File: config.mk
export PLATFORM = sky130hd
export DESIGN_NAME = lefr_div
export DESIGN_NICKNAME = d
export VERILOG_FILES = /design/src/hw/rtl/lefr_pkg.sv /design/src/hw/rtl/lefr_div.sv
export SDC_FILE = /design/constraint.sdc
export NUM_CORES = 1
export LEC_CHECK = 0
export ABC_AREA = 1
export BUFFER_PORTS_ARGS = -buffer_cell sky130_fd_sc_hd__buf_2
export CAP_MARGIN = 20
export CORE_MARGIN = 5
export CORE_UTILIZATION = 40
export DETAILED_ROUTE_END_ITERATION = 8
export PLACE_DENSITY = 0.66
export SLEW_MARGIN = 40
export SYNTH_ARGS = -nofsm -noshare
export SYNTH_HDL_FRONTEND = slang
export SYNTH_SLANG_ARGS = --single-unit
File: constraint.sdc
create_clock -name clk -period 4.4 [get_ports clk]
set_input_delay 0 -clock clk [delete_from_list [all_inputs] [get_ports clk]]
set_output_delay 0 -clock clk [all_outputs]
set_load 0.005 [all_outputs]
File: src/hw/rtl/lefr_pkg.sv
// ----------------------------------------------------------------------------
// LED effect frame renderer: shared package
// Entry layouts, effect and status codes, arithmetic constants and the
// function that builds the breathe (raised cosine) table.
// ----------------------------------------------------------------------------
package lefr_pkg;

  // Counter wide enough to hold the largest LED count of a frame (64).
  localparam int unsigned CNT_W = 7;

  // Effect codes.
  localparam logic [2:0] EFF_OFF     = 3'd0;
  localparam logic [2:0] EFF_SOLID   = 3'd1;
  localparam logic [2:0] EFF_BLINK   = 3'd2;
  localparam logic [2:0] EFF_DOUBLE  = 3'd3;
  localparam logic [2:0] EFF_BREATHE = 3'd4;

  // Write status codes.
  localparam logic [1:0] WS_OK         = 2'd0;
  localparam logic [1:0] WS_BAD_INDEX  = 2'd1;
  localparam logic [1:0] WS_BAD_EFFECT = 2'd2;
  localparam logic [1:0] WS_BAD_DUTY   = 2'd3;

  // Configuration register indexes (byte address bit 2).
  localparam logic REG_MASTER = 1'b0;
  localparam logic REG_ACTIVE = 1'b1;

  localparam logic [6:0]  DUTY_MAX  = 7'd100;
  localparam logic [16:0] Q16_ONE   = 17'h10000;

  // Double blink pulse: min(period / 6, 100).
  localparam logic [15:0] DBL_SPLIT   = 16'd600;
  localparam logic [6:0]  DBL_MAX     = 7'd100;
  localparam logic [13:0] SIXTH_RECIP = 14'd10923;

  // Channel divide by 255 * 100, done as a reciprocal multiply and one fix-up.
  localparam logic [23:0] CHAN_DIV   = 24'd25500;
  localparam logic [23:0] CHAN_RECIP = 24'd10779525;
  localparam int unsigned CHAN_SH    = 38;

  typedef struct packed {
    logic [7:0]  red;
    logic [7:0]  green;
    logic [7:0]  blue;
  } rgb_t;

  typedef struct packed {
    logic [7:0]  red;
    logic [7:0]  green;
    logic [7:0]  blue;
    logic [7:0]  bright;
    logic [2:0]  effect;
    logic [15:0] period;
    logic [15:0] offset;
    logic [6:0]  duty;
  } led_entry_t;

  localparam led_entry_t ENTRY_RST = '{
    red: 8'd0, green: 8'd80, blue: 8'd255, bright: 8'd160,
    effect: EFF_BREATHE, period: 16'd1800, offset: 16'd0, duty: 7'd0
  };

  // Cosine of 2*pi*j/2^bits in Q30, first quadrant, by a Taylor series.
  function automatic longint cos_q30(input longint j, input int unsigned bits);
    logic [63:0] theta;
    logic [63:0] t2;
    logic [63:0] term;
    longint      sum;
    theta = (64'(j) * 64'd6746518852) >> bits;
    t2    = (theta * theta) >> 30;
    term  = 64'd1 << 30;
    sum   = longint'(64'd1 << 30);
    for (int n = 1; n <= 12; n++) begin
      term = ((term * t2) >> 30) / 64'((2 * n - 1) * (2 * n));
      if ((n & 1) == 1) begin
        sum = sum - longint'(term);
      end else begin
        sum = sum + longint'(term);
      end
    end
    if (sum < 0) sum = 0;
    if (sum > longint'(64'd1 << 30)) sum = longint'(64'd1 << 30);
    return sum;
  endfunction

  // Breathe table entry in Q16: (1 - cos) / 2, rounded and clamped.
  function automatic logic [16:0] breathe_q16(input longint k, input int unsigned bits);
    longint len;
    longint kk;
    longint c;
    longint b;
    len = longint'(1) << bits;
    kk  = (k <= (len >> 1)) ? k : len - k;
    c   = (kk <= (len >> 2)) ? cos_q30(kk, bits) : -cos_q30((len >> 1) - kk, bits);
    b   = ((longint'(1) <<< 30) - c + (longint'(1) <<< 14)) >>> 15;
    if (b < 0) b = 0;
    if (b > 65536) b = 65536;
    return 17'(b);
  endfunction

endpackage

File: src/hw/rtl/lefr_div.sv
// ----------------------------------------------------------------------------
// LED effect frame renderer: serial divider
// Restoring division of a 32-bit dividend by a non-zero 16-bit divisor,
// one quotient bit per cycle; done pulses once the last quotient bit is in.
// ----------------------------------------------------------------------------
module lefr_div import lefr_pkg::*; (
  input  logic        clk,
  input  logic        rst_n,
  input  logic        start,
  input  logic [31:0] dividend,
  input  logic [15:0] divisor,
  output logic        done,
  output logic [31:0] quo,
  output logic [15:0] rem
);

  localparam logic [5:0] DIV_STEPS = 6'd32;

  logic [5:0]  cnt_r;
  logic        done_r;
  logic [31:0] quo_r;
  logic [15:0] rem_r;
  logic [15:0] div_r;
  logic [16:0] sh;
  logic        ge;
  logic [15:0] rem_nxt;

  always_comb begin
    sh      = {rem_r, quo_r[31]};
    ge      = sh >= {1'b0, div_r};
    rem_nxt = ge ? 16'(sh - {1'b0, div_r}) : sh[15:0];
  end

  always_ff @(posedge clk) begin
    if (!rst_n) begin
      cnt_r  <= '0;
      done_r <= 1'b0;
    end else begin
      done_r <= 1'b0;
      if (start) begin
        cnt_r <= DIV_STEPS;
      end else if (cnt_r != '0) begin
        cnt_r <= cnt_r - 6'd1;
        if (cnt_r == 6'd1) done_r <= 1'b1;
      end
    end
  end

  always_ff @(posedge clk) begin
    if (start) begin
      quo_r <= dividend;
      rem_r <= '0;
      div_r <= divisor;
    end else if (cnt_r != '0) begin
      quo_r <= {quo_r[30:0], ge};
      rem_r <= rem_nxt;
    end
  end

  assign done = done_r;
  assign quo  = quo_r;
  assign rem  = rem_r;

endmodule

[Word-level counts from Yosys, hierarchy flattened]
Index checks and enable logic that the tools add are counted.
Storage, ports and cells
  register bits after elaboration: 71
  input bits: 51
  output and inout bits: 49
  word-level logic and storage cells: 22
Cells by class
  add/subtract/negate cells: 2
  order comparisons: 1
  eq/ne operators: 1
  multiplexer cells: 6
  bitwise operators: 2
  reduce and logical (&&, ||, !) cells: 4
Operators by type and width (number)
  32-bit two-way mux: 2
  17-bit by 16-bit >= comparator with 1-bit output: 1
  16-bit two-way mux: 1
  16-bit subtractor: 1
  6-bit two-way mux: 2
  6-bit by 1-bit equality test with 1-bit output (second input constant): 1
  6-bit nonzero test: 1
  6-bit by 1-bit subtractor with 6-bit output (second input constant): 1
  3-bit OR reduction: 1
  1-bit NOT: 2
  2-bit nonzero test: 1
  2-bit OR reduction: 1
  1-bit two-way mux: 1

[Logic depth before layout (Yosys ltp)]
  word-level depth: 3
  gate-level depth with buffers: 15
  mapped depth without buffers: 14

[Worst setup path before layout]
No wires, ideal clock.
  kind: flip-flop to flip-flop
  start point: reg cnt_r[0]
  end point: reg quo_r[0] (netlist: quo[0]) (enable)
  library setup time: 0.387 ns
  data arrival time: 1.794 ns
  required time: 4.013 ns
  setup slack: 2.219 ns
  stages on the path, launching flop included: 9
  buffers on the path: 1
  clock period less this slack: 2.181 ns
  path through: dfxtp_1 -> inv_1 -> ha_1 -> inv_1 -> nor2_1 -> nand2_1 -> nor2_2 -> buf_4 -> inv_1
Between the ends
  longest elaborated chain between the ends: 2
Ends and longest elaborated chain
  from (decl): RTL line lefr_div.sv:19  | logic [5:0] cnt_r;
  from (signal assigned): RTL line lefr_div.sv:43  | cnt_r <= cnt_r - 6'd1;
  6-bit nonzero test: RTL line lefr_div.sv:54  | end else if (cnt_r != '0) begin
  2-bit nonzero test (no source line)
  to (signal assigned): RTL line lefr_div.sv:51  | quo_r <= dividend;
  to (signal assigned): RTL line lefr_div.sv:55  | quo_r <= {quo_r[30:0], ge};
  to (decl): RTL line lefr_div.sv:21  | logic [31:0] quo_r;
No other way between the ends.
A chain may end at the register's enable or synchronous reset.

[Worst setup path in the final report]
  start point: reg cnt_r[0]
  end point: reg quo_r[7] (netlist: quo[7]) (enable)
Same word-level chain as after synthesis.

==> out/qor.csv <==
stage;metric;value;unit
outcome;status;finished, final reports clean;
sta;maxSlewHeadroom;45.99;%
floorplanning;dieHeight;110.5;µm
global_route;track_usage;17.54;%
yosys;synth_edf_count;48;
floorplanning;fp-row-count;36;
detailed_routing;routed_via_density;4.744;
floorplanning;core;9819;µm²
pwr;vdd_ir_drop_max;0.2240;mV
placement;portBuffers;99;
cts;clock-sinks;71;
global_route;grt_pass1_wl;17880;µm
yosys;synth_nets;591;
cts;cts_buffer_depth;2;
sta;fmax;391.5;MHz
yosys;synth_cells;521;
worst_setup_path;r2r_slack;1.85;ns
cts;cts_max_level;3;
worst_setup_path;start_kind;flip-flop;
detailed_routing;antenna_left;0;
yosys;ys.flop_type;edfxtp_1;
cts;cts_tree;built;
pwr;p_leak;2.839;nW
worst_setup_path;cpMostUsedCell;inv_1;
cells_and_area;postLayoutCellArea;5353;µm²
worst_setup_path;cp_data_required_time;4.38;ns
yosys;synth_area;4036;µm²
cells_and_area;area_growth;32.61;%
cells_and_area;finalNetCount;737;
sta;skew;0.01129;ns
global_route;gr-total-overflow;0;
detailed_routing;drt-pass1-iter-count;4;
worst_setup_path;critPathMaxFanout;32;
cts;clk_latency;0.35;ns
worst_setup_path;cp.arrival;2.53;ns
worst_setup_path;endpoint_kind;flip-flop;
worst_setup_path;crit_chain;inv_1 -> ha_1 -> inv_1 -> nor2_1 -> nand2_1 -> nor2_2 -> inv_2;
detailed_routing;routedWlPerCell;13.39;µm
sta;min_period_over_period;58.05;%
cells_and_area;n_antenna_cell;0;
sta;slew_violations;0;
detailed_routing;vias;3819;
detailed_routing;drtIter0Drc;172;
pwr;power;2.481;mW
placement;dpl.hpwl;7351;µm
floorplanning;fp.dieW;110.5;µm
detailed_routing;wl;10780;µm
worst_setup_path;cpPeakStageDelay;0.66;ns
floorplanning;die_area;12200;µm²
sta;rsz0062_at_grt;false;
worst_hold_path;holdPathStages;3;
cells_and_area;drive_gt1_share;20.54;%
cts;post_cts_buffers;0;
sta;fin_setup_tns;0;ns
pwr;p_per_area;463.5;nW/µm²
sta;setup_viol;0;
yosys;synth_seq_cells;71;
detailed_routing;drc;0;
cts;clock_tree.root_cell;clkbuf_8;
yosys;synthArstFlopShare;0;%
job;max_cap_violations;0;
worst_setup_path;reg2regPathDepth;7;
cts;clk_pin_slew;0.08;ns
yosys;yosysSeqAreaShare;47.12;%
worst_setup_path;critical_path_class;flip-flop to flip-flop;
global_route;grt_pass1_vias;3767;
floorplanning;io_pins;100;
placement;placed_area;4628;µm²
global_route;grt_max_degree;40;
yosys;avgSynthCellArea;7.747;µm²
worst_setup_path;slowest_stage;nor2_2;
floorplanning;initial_core_util;41.11;%
yosys;ys_warn_count;0;
sta;post-route-min-period;2.554;ns
sta;hold_violations;0;
yosys;synth_cell_types;30;
cts;numCtsBuffers;9;
placement;gp_congestion;0.8704;
worst_hold_path;hold_class;primary input to flip-flop;
global_route;antenna_found_initial;0;
sta;worstMarginPinSlew;0.8093;ns
## where the power goes
part / internal [mW] / switching (mW)
logic: 0.342 / 0.522
clock network: 0.382 / 0.274
registers: 0.868 / 0.0932
## repair_timing
item                       in CTS  in global routing
hold endpoints to repair       48                  0
setup endpoints to repair       0                  0
resized for setup               0                  0
hold buffers                   48                  0
## cell usage after synthesis, types with 2 or more instances
| master | number | share of area (%) |
|---|---|---|
| edfxtp_1 | 48 | 36 |
| inv_1 | 73 | 6.8 |
| nand4_1 | 2 | 0.31 |
| xnor2_1 | 6 | 1.3 |
| buf_2 | 2 | 0.25 |
| a21oi_1 | 17 | 2.1 |
| clkbuf_1 | 7 | 0.65 |
| nand3b_1 | 7 | 1.3 |
| nand2_2 | 13 | 2.0 |
| o21ai_0 | 3 | 0.37 |
| nor3_1 | 4 | 0.50 |
| dfxtp_1 | 23 | 11 |
| nand3_2 | 2 | 0.50 |
| nor2_1 | 20 | 1.9 |
| ha_1 | 18 | 5.6 |
| nand3_1 | 39 | 4.8 |
| nand2_1 | 219 | 20 |
| buf_4 | 3 | 0.56 |
| xor2_1 | 2 | 0.43 |
| nand2_4 | 3 | 0.84 |
## cell type report
type | count | area, µm²
fill | 939 | 4467
sequential | 71 | 1902
multi-input combinational | 363 | 1778
timing repair buffer | 148 | 983.4
inverter | 74 | 279.0
tap | 133 | 166.4
clock buffer | 10 | 127.6
clock inverter | 6 | 116.4
## kinds of logic (layout without fill, tap and decap cells)
family,after synthesis,after routing,synth area share [%]
and+or+nand+nor,314,314,33.42
AOI/OAI and AO/OA,22,22,2.821
DFF,71,71,47.12
xor gates and xnor gates,8,8,1.736
adders and majority gates,19,19,6.076
buffers and inverters,87,238,8.834
## registers in the layout, summed over array words and instances, names as in the netlist
register	count
rem	16
quo	32
div_r	16
cnt_r	6
done	1
## per-layer routing
| metal | track usage (%) | part of all wire (%) | vias to the layer above |
|---|---|---|---|
| met3 | 5.908 | 8.2 | 8 |
| met1 | 22.05 | 44 | 1749 |
| met4 | 4.187 | 0.95 | 0 |
| li1 | - | - | 1923 |
| met5 | 0 | 0 | - |
| met2 | 29.09 | 47 | 139 |
## path summary, 6_finish.rpt
check / end / startpoint
worst max-delay path: quo[7]$_DFFE_PP_ / cnt_r[0]$_SDFFE_PP0P_
worst min-delay path: quo[0]$_DFFE_PP_ / dividend[0]
worst max register to register: quo[7]$_DFFE_PP_ / cnt_r[0]$_SDFFE_PP0P_
worst min register to register: cnt_r[0]$_SDFFE_PP0P_ / cnt_r[0]$_SDFFE_PP0P_
## metrics by stage
stage	hold slack (ns)	worst slack (ns)	utilization, %	instances
4_1_cts	0.002218	1.828	54.51	805
3_5_place_dp	0.1781	1.845	47.13	741
6_report	0.02054	1.846	54.51	805
5_1_grt	0.03067	1.598	54.51	805
2_1_floorplan	0.09887	2.219	-	521
3_3_place_gp	0.1787	1.631	47.12	741
## cell usage in the layout (no fill, tap or decap), types with 4 or more instances in the layout
cell type      synthesis  final
edfxtp_1              48     48
nand2_1              219    219
xnor2_1                6      6
buf_2                  2     99
nand3b_1               7      7
nand3_1               39     39
nor2_1                20     20
a21oi_1               17     17
nand2_2               13     13
ha_1                  18     18
clkbuf_8               0      9
dfxtp_1               23     23
nor3_1                 4      4
dlygate4sd3_1          0     48
inv_1                 73     72
## worst max-delay path: cells and delay by family, from the launching register on
| family | cells | cell delay [ns] |
|---|---|---|
| and+or+nand+nor | 3 | 0.96 |
| buffers and inverters | 3 | 0.68 |
| DFF | 1 | 0.34 |
| adders and majority gates | 1 | 0.19 |
Power figures use the tool's default switching activity.
